**src/hdl/wsht_pkg.sv**
```systemverilog
// ----------------------------------------------------------------------------
// Window stack hit test: shared package
// Types, constants and the command and status bundles that pass between
// the controller and the datapath.
// ----------------------------------------------------------------------------
package wsht_pkg;

    // Table size and coordinate width.
    localparam int MAX_WINDOWS = 16;
    localparam int COORD_WIDTH = 12;
    localparam int SLOT_W      = $clog2(MAX_WINDOWS);
    localparam int COUNT_W     = 5;
    localparam int KIND_W      = 2;

    typedef logic [COORD_WIDTH-1:0] t_coord;
    typedef logic [SLOT_W-1:0]      t_slot;
    typedef logic [COUNT_W-1:0]     t_count;
    typedef logic [KIND_W-1:0]      t_kind;

    // Item kinds; the fourth code means nothing and is ignored.
    localparam t_kind KIND_LOAD    = 2'd0;
    localparam t_kind KIND_CLICK   = 2'd1;
    localparam t_kind KIND_RESTACK = 2'd2;

    // Controller states.
    typedef enum logic {
        ST_IDLE,
        ST_SCAN
    } t_state;

    // Commands from the controller to the datapath.
    typedef struct packed {
        logic load;     // write the rectangle of the accepted beat
        logic restack;  // set the initial stacking order
        logic start;    // latch the click point, rewind the position
        logic step;     // advance to the next stack position
        logic emit;     // load the result register
        logic move;     // move the hit window to the front
    } t_cmd;

    // Status from the datapath to the controller.
    typedef struct packed {
        logic hit;       // window at the current position contains the point
        logic last;      // current position is the last active one
        logic empty;     // no active windows
        logic out_busy;  // result register is full and not taken this cycle
    } t_status;

endpackage

```
**src/hdl/wsht_dp.sv**
```systemverilog
// ----------------------------------------------------------------------------
// Window stack hit test: datapath
// Rectangle table, stacking order, scan position, point compare and the
// result register.
// ----------------------------------------------------------------------------
module wsht_dp (
    input  logic               i_clk,
    input  logic               i_rst_n,
    input  logic               i_cfg_we,
    input  wsht_pkg::t_count   i_cfg_data,
    input  wsht_pkg::t_slot    i_window_index,
    input  wsht_pkg::t_coord   i_left,
    input  wsht_pkg::t_coord   i_bottom,
    input  wsht_pkg::t_coord   i_right,
    input  wsht_pkg::t_coord   i_top,
    input  wsht_pkg::t_coord   i_point_x,
    input  wsht_pkg::t_coord   i_point_y,
    input  wsht_pkg::t_cmd     i_cmd,
    output wsht_pkg::t_status  o_status,
    input  logic               i_out_ready,
    output logic               o_out_valid,
    output logic               o_out_hit,
    output wsht_pkg::t_count   o_out_number
);

    // Rectangle table; entries hold nothing meaningful until loaded.
    wsht_pkg::t_coord r_left   [wsht_pkg::MAX_WINDOWS];
    wsht_pkg::t_coord r_bottom [wsht_pkg::MAX_WINDOWS];
    wsht_pkg::t_coord r_right  [wsht_pkg::MAX_WINDOWS];
    wsht_pkg::t_coord r_top    [wsht_pkg::MAX_WINDOWS];

    // Stacking order, front at position zero.
    wsht_pkg::t_slot  r_stack  [wsht_pkg::MAX_WINDOWS];

    wsht_pkg::t_count r_count;
    wsht_pkg::t_slot  r_pos;
    wsht_pkg::t_coord r_px;
    wsht_pkg::t_coord r_py;
    logic             r_out_valid;
    logic             r_out_hit;
    wsht_pkg::t_count r_out_number;

    wsht_pkg::t_count active;
    wsht_pkg::t_slot  cur_slot;
    logic             cur_hit;

    // Active window count, clamped to the table size.
    assign active = (r_count > wsht_pkg::t_count'(wsht_pkg::MAX_WINDOWS))
                  ? wsht_pkg::t_count'(wsht_pkg::MAX_WINDOWS) : r_count;

    // Point test against the window at the current position.
    assign cur_slot = r_stack[r_pos];
    assign cur_hit  = (r_left[cur_slot] <= r_px) && (r_px <= r_right[cur_slot]) &&
                      (r_bottom[cur_slot] <= r_py) && (r_py <= r_top[cur_slot]);

    assign o_status.hit      = cur_hit;
    assign o_status.empty    = (active == '0);
    assign o_status.last     = ({1'b0, r_pos} == (active - wsht_pkg::t_count'(1)));
    assign o_status.out_busy = r_out_valid && !i_out_ready;

    assign o_out_valid  = r_out_valid;
    assign o_out_hit    = r_out_hit;
    assign o_out_number = r_out_number;

    // Rectangle writes.
    always_ff @(posedge i_clk) begin
        if (i_cmd.load) begin
            r_left[i_window_index]   <= i_left;
            r_bottom[i_window_index] <= i_bottom;
            r_right[i_window_index]  <= i_right;
            r_top[i_window_index]    <= i_top;
        end
    end

    // Stacking order: restack or move the hit window to the front.
    always_ff @(posedge i_clk) begin
        if (!i_rst_n) begin
            for (int p = 0; p < wsht_pkg::MAX_WINDOWS; p++) begin
                r_stack[p] <= wsht_pkg::t_slot'(wsht_pkg::MAX_WINDOWS - 1 - p);
            end
        end else if (i_cmd.restack) begin
            for (int p = 0; p < wsht_pkg::MAX_WINDOWS; p++) begin
                if (wsht_pkg::t_count'(p) < active) begin
                    r_stack[p] <= wsht_pkg::t_slot'(active - wsht_pkg::t_count'(p + 1));
                end else begin
                    r_stack[p] <= wsht_pkg::t_slot'(p);
                end
            end
        end else if (i_cmd.move) begin
            r_stack[0] <= cur_slot;
            for (int k = 1; k < wsht_pkg::MAX_WINDOWS; k++) begin
                if (wsht_pkg::t_slot'(k) <= r_pos) begin
                    r_stack[k] <= r_stack[k-1];
                end
            end
        end
    end

    // Window count register.
    always_ff @(posedge i_clk) begin
        if (!i_rst_n) begin
            r_count <= wsht_pkg::t_count'(wsht_pkg::MAX_WINDOWS);
        end else if (i_cfg_we) begin
            r_count <= i_cfg_data;
        end
    end

    // Click point and scan position.
    always_ff @(posedge i_clk) begin
        if (i_cmd.start) begin
            r_px  <= i_point_x;
            r_py  <= i_point_y;
            r_pos <= '0;
        end else if (i_cmd.step) begin
            r_pos <= r_pos + wsht_pkg::t_slot'(1);
        end
    end

    // Result register.
    always_ff @(posedge i_clk) begin
        if (!i_rst_n) begin
            r_out_valid <= 1'b0;
        end else if (i_cmd.emit) begin
            r_out_valid <= 1'b1;
        end else if (i_out_ready) begin
            r_out_valid <= 1'b0;
        end
    end

    always_ff @(posedge i_clk) begin
        if (i_cmd.emit) begin
            r_out_hit    <= i_cmd.move;
            r_out_number <= i_cmd.move ? ({1'b0, cur_slot} + wsht_pkg::t_count'(1)) : '0;
        end
    end

endmodule

```
**config.mk**
```make
export PLATFORM = sky130hd
export DESIGN_NAME = wsht_dp
export DESIGN_NICKNAME = d
export VERILOG_FILES = /design/src/hdl/wsht_pkg.sv /design/src/hdl/wsht_dp.sv
export SDC_FILE = /design/constraint.sdc
export NUM_CORES = 1
export LEC_CHECK = 0
export BUFFER_PORTS_ARGS = -buffer_cell sky130_fd_sc_hd__buf_2
export CORE_MARGIN = 3
export CORE_UTILIZATION = 40
export DETAILED_ROUTE_END_ITERATION = 10
export PLACE_DENSITY = 0.62
export SLEW_MARGIN = 15
export SYNTH_ARGS = -nofsm -noshare
export SYNTH_HDL_FRONTEND = slang
export SYNTH_SLANG_ARGS = --single-unit
export TNS_END_PERCENT = 20
```
**constraint.sdc**
```tcl
create_clock -name i_clk -period 5.28 [get_ports i_clk]
set_input_delay 1.056 -clock i_clk [delete_from_list [all_inputs] [get_ports i_clk]]
set_output_delay 1.056 -clock i_clk [all_outputs]
set_load 0.05 [all_outputs]
```
==> summary.txt <==
Run status
  • Status: finished with violations
  • Violations in the final reports: negative setup slack

STA
  • Final hold violations: 0
  • Worst hold slack: 0.529 ns
  • Crit path time final: between 6 and 7 ns
  • Worst rel slew slack: a little over a fifth
  • Final Max Tran Viols: 0
  • Fmax: 166 MHz
  • RSZ-0062 raised after global routing: yes
  • Period utilization: 114%
  • Worst setup margin: -0.752 ns
  • Worst-margin pin slew: 1.19 ns
  • Count of final setup violators: 1
  • Final Skew: 0.0317 ns

Power and ir drop
  • Worst vdd ir: between 0.3 and 0.4 mV
  • P per Cell Area: 395 nW/um2
  • Pleak: 0.0152 uW

Placed design
  • Placed Instance Area: just over 40,000 um2
  • Number of port buffers: 101
  • Post-DP HPWL: roughly 69,000 um
  • Placed Instances: between 3,000 and 4,000
  • Pre-CTS WS: -0.411 ns
  • Placer Congestion: 0.942

Synth
  • EDFF count, synth: roughly 860
  • Top_reg_cell synth: edfxtp_1
  • Syn Inst Count: roughly 2,600
  • Avg Inst Size Synth: 14.2 um2
  • Synth cell types: 63
  • Post-synthesis sequential area ratio: 70.7%
  • Post-Syn Nets: 2,751
  • Synth warnings: 0
  • Mapped cell area: about 37,000 um2
  • Seq cells post-synth: 876
  • Async set or reset register ratio after synthesis: 0%

Setup path
  • CP required: 4.22 ns
  • CP max stage cell: mux4_2
  • Cell Chain, Critical Path: buf_12 -> mux4_2 -> a22o_4 -> nor2_4 -> inv_8 -> buf_12 -> buf_12 -> buf_4 -> a211oi_1 -> o32ai_1 -> a211o_1 -> ha_1 -> nand4_1 -> or3_1 -> o21ai_0 -> o221a_4 -> buf_12
  • Crit path largest cell delay: 0.54 ns
  • Most frequent CP cell: buf_12
  • Critical path arrival: between 4 and 5 ns
  • Crit Path Max Fanout: 20
  • Crit path kind: reg -> out
  • Crit end category: output port
  • Type of origin of the critical path: register

Clock tree
  • Clock Tree Buf Depth: 3
  • H-Tree Depth: 3
  • Clock Root Buffer: clkbuf_16
  • Total CTS buffers: 90
  • CTS sink count: 876
  • Register clock-pin slew on the reported worst setup and hold paths: 0.06 ns
  • CTS tree: built
  • Clk Latency, worst-skew pair: 0.65 ns

Route
  • Via density: 6.14
  • Initial DRC count: 3,031
  • Antenna-violating nets left: 0
  • 1st-pass router iterations: 6
  • Drt wl/cell: 27.8 um
  • Routed via count: 25,130
  • WL final: 114,000 um
  • Remaining DRCs: 0

Layout
  • Fin cells: ~4,100
  • Synth-to-Final Area Change: 19.3%
  • Utilization after layout: between 40% and 50%
  • Design area: 44,200 um2
  • Layout Nets: 2,990
  • Share of cells above drive strength 1: 20.5%

Die
  • CORE AREA: 90,800 um2
  • Chip width: between 300 and 400 um
  • Initial Utilization: roughly 41%
  • IO Pins: just over 100
  • Die H: 310 um
  • Row count: 110
  • Die area: 96,200 um2

Hold path
  • Hold Crit Class: reg -> reg

GRT
  • GRT Total Usage: 23.3%
  • Vias in the first global route: ~25,000
  • First-pass GRT wire length: between 150,000 and 200,000 um
  • Initial antenna violation count: 14
  • GRT overflow: 0
  • Largest net degree at the start of global routing: 51

Run
  • Max_cap viols: 0
==> cells in the mapped netlist, types with 17 or more instances <==
cell	n	share of area [%]
a211oi_1	122	2.5
a21boi_0	97	2.0
and3_1	52	0.88
clkbuf_1	149	1.5
nor2b_1	17	0.29
nand2_1	200	2.0
inv_1	42	0.43
nand3_1	57	0.77
o21ai_0	151	2.0
ha_1	62	2.1
o32ai_2	20	0.88
nor2_1	48	0.49
o32ai_1	28	0.66
a32o_1	48	1.3
a21oi_1	172	2.3
a211o_1	25	0.59
a22oi_1	51	1.0
edfxtp_1	862	70
buf_2	42	0.57
a31oi_1	147	2.5
==> state kept, by name, indices dropped and copies added, names as in the netlist, named ones only <==
signal and flops:
r_bottom 192, r_left 192, r_right 192, r_top 192, r_stack 64, r_px 12, r_py 12, o_out_number 5
r_count 5, r_pos 4, o_out_hit 1, o_out_valid 1
==> critical path, delay by kind of cell, from the launching register on <==
kind	cells	cell delay, ns
AO/OA/AOI/OAI	6	1.37
buffers and inverters	6	0.88
AND/OR/NAND/NOR	3	0.79
multiplexers	1	0.54
adder cells (fa/ha/maj)	1	0.37
flip-flops	1	0.36
==> repair_timing <==
action,CTS,global route
pin swaps,6,2
endpoints found under the setup margin,1,1
cloned,0,1
hold buffers,0,0
gates resized for setup,30,9
buffers inserted,4,3
==> cells in the final DEF (no fill, tap or decap), types with 8 or more instances in the layout <==
cell	synthesis	routed
edfxtp_1	862	862
nand2_1	200	200
buf_4	4	200
a21oi_1	172	167
o21ai_0	151	148
a31oi_1	147	147
a211oi_1	122	111
buf_2	42	100
a21boi_0	97	93
clkbuf_16	0	92
ha_1	62	62
nand3_1	57	56
buf_12	0	55
and3_1	52	51
a22oi_1	51	49
a32o_1	48	48
inv_1	42	42
nor2_1	48	36
o32ai_1	28	27
a211o_1	25	25
o32ai_2	20	21
clkinv_2	0	20
clkbuf_1	149	17
mux4_2	16	16
nor2b_1	17	16
a21o_1	15	15
dfxtp_1	14	14
nor2_4	1	13
nand4_1	13	13
clkinv_1	2	12
bufinv_16	0	12
a211oi_2	0	11
nand2b_1	12	10
and2_1	10	9
mux2i_1	10	8
o211a_1	8	8
xnor2_1	8	8
o21a_1	8	8
==> per-layer routing <==
metal	vias up	global-route usage, %	wire length (um)
met5	-	0	58
met4	8	8.26	3690
met3	228	3.87	10100
met2	1308	36.7	52600
met1	12747	32.8	47100
li1	10839	-	-
==> stage by stage <==
step	TNS, ns	power (uW)
3_3_place_gp	-0.484	10900
4_1_cts	-0.746	17500
2_1_floorplan	0	9600
5_1_grt	-0.914	18000
3_5_place_dp	-0.411	10900
6_report	-0.752	17400
==> power by group <==
part           switching [uW]  internal [uW]  leakage [uW]
clock network            2700           3810       0.00148
logic                    1760           1240       0.00576
registers                94.7           7830       0.00796
total                    4550          12900        0.0152
==> layout make-up <==
class / instances / area, um2
fillers: 7670 / 46700
repair buffers: 358 / 3140
diodes: 6 / 15.0
well taps: 1176 / 1470
flip-flops and latches: 876 / 26200
clock inverters: 53 / 654
inverters: 46 / 185
clock buffers: 110 / 2380
multi-input cells: 1465 / 10100
==> logic make-up after synthesis <==
logic type / after synthesis / share of synthesized area, %
mux: 28 / 1.30
simple gates: 436 / 5.51
fa+ha+maj: 62 / 2.10
compound gates: 925 / 17.2
flops: 876 / 70.7
buf+inv: 258 / 2.88
xor+xnor: 13 / 0.308
==> worst paths after layout <==
check             startpoint       endpoint  slack, ns  cells after the start
setup reg to reg  r_count[4]  r_stack[2][1]       1.95                      8
hold reg to reg   r_count[1]     r_count[1]       0.53                      2
hold / removal    r_count[1]     r_count[1]       0.53                      2
setup / recovery    register    o_status[3]      -0.75                     17
Power figures use the tool's default switching activity.
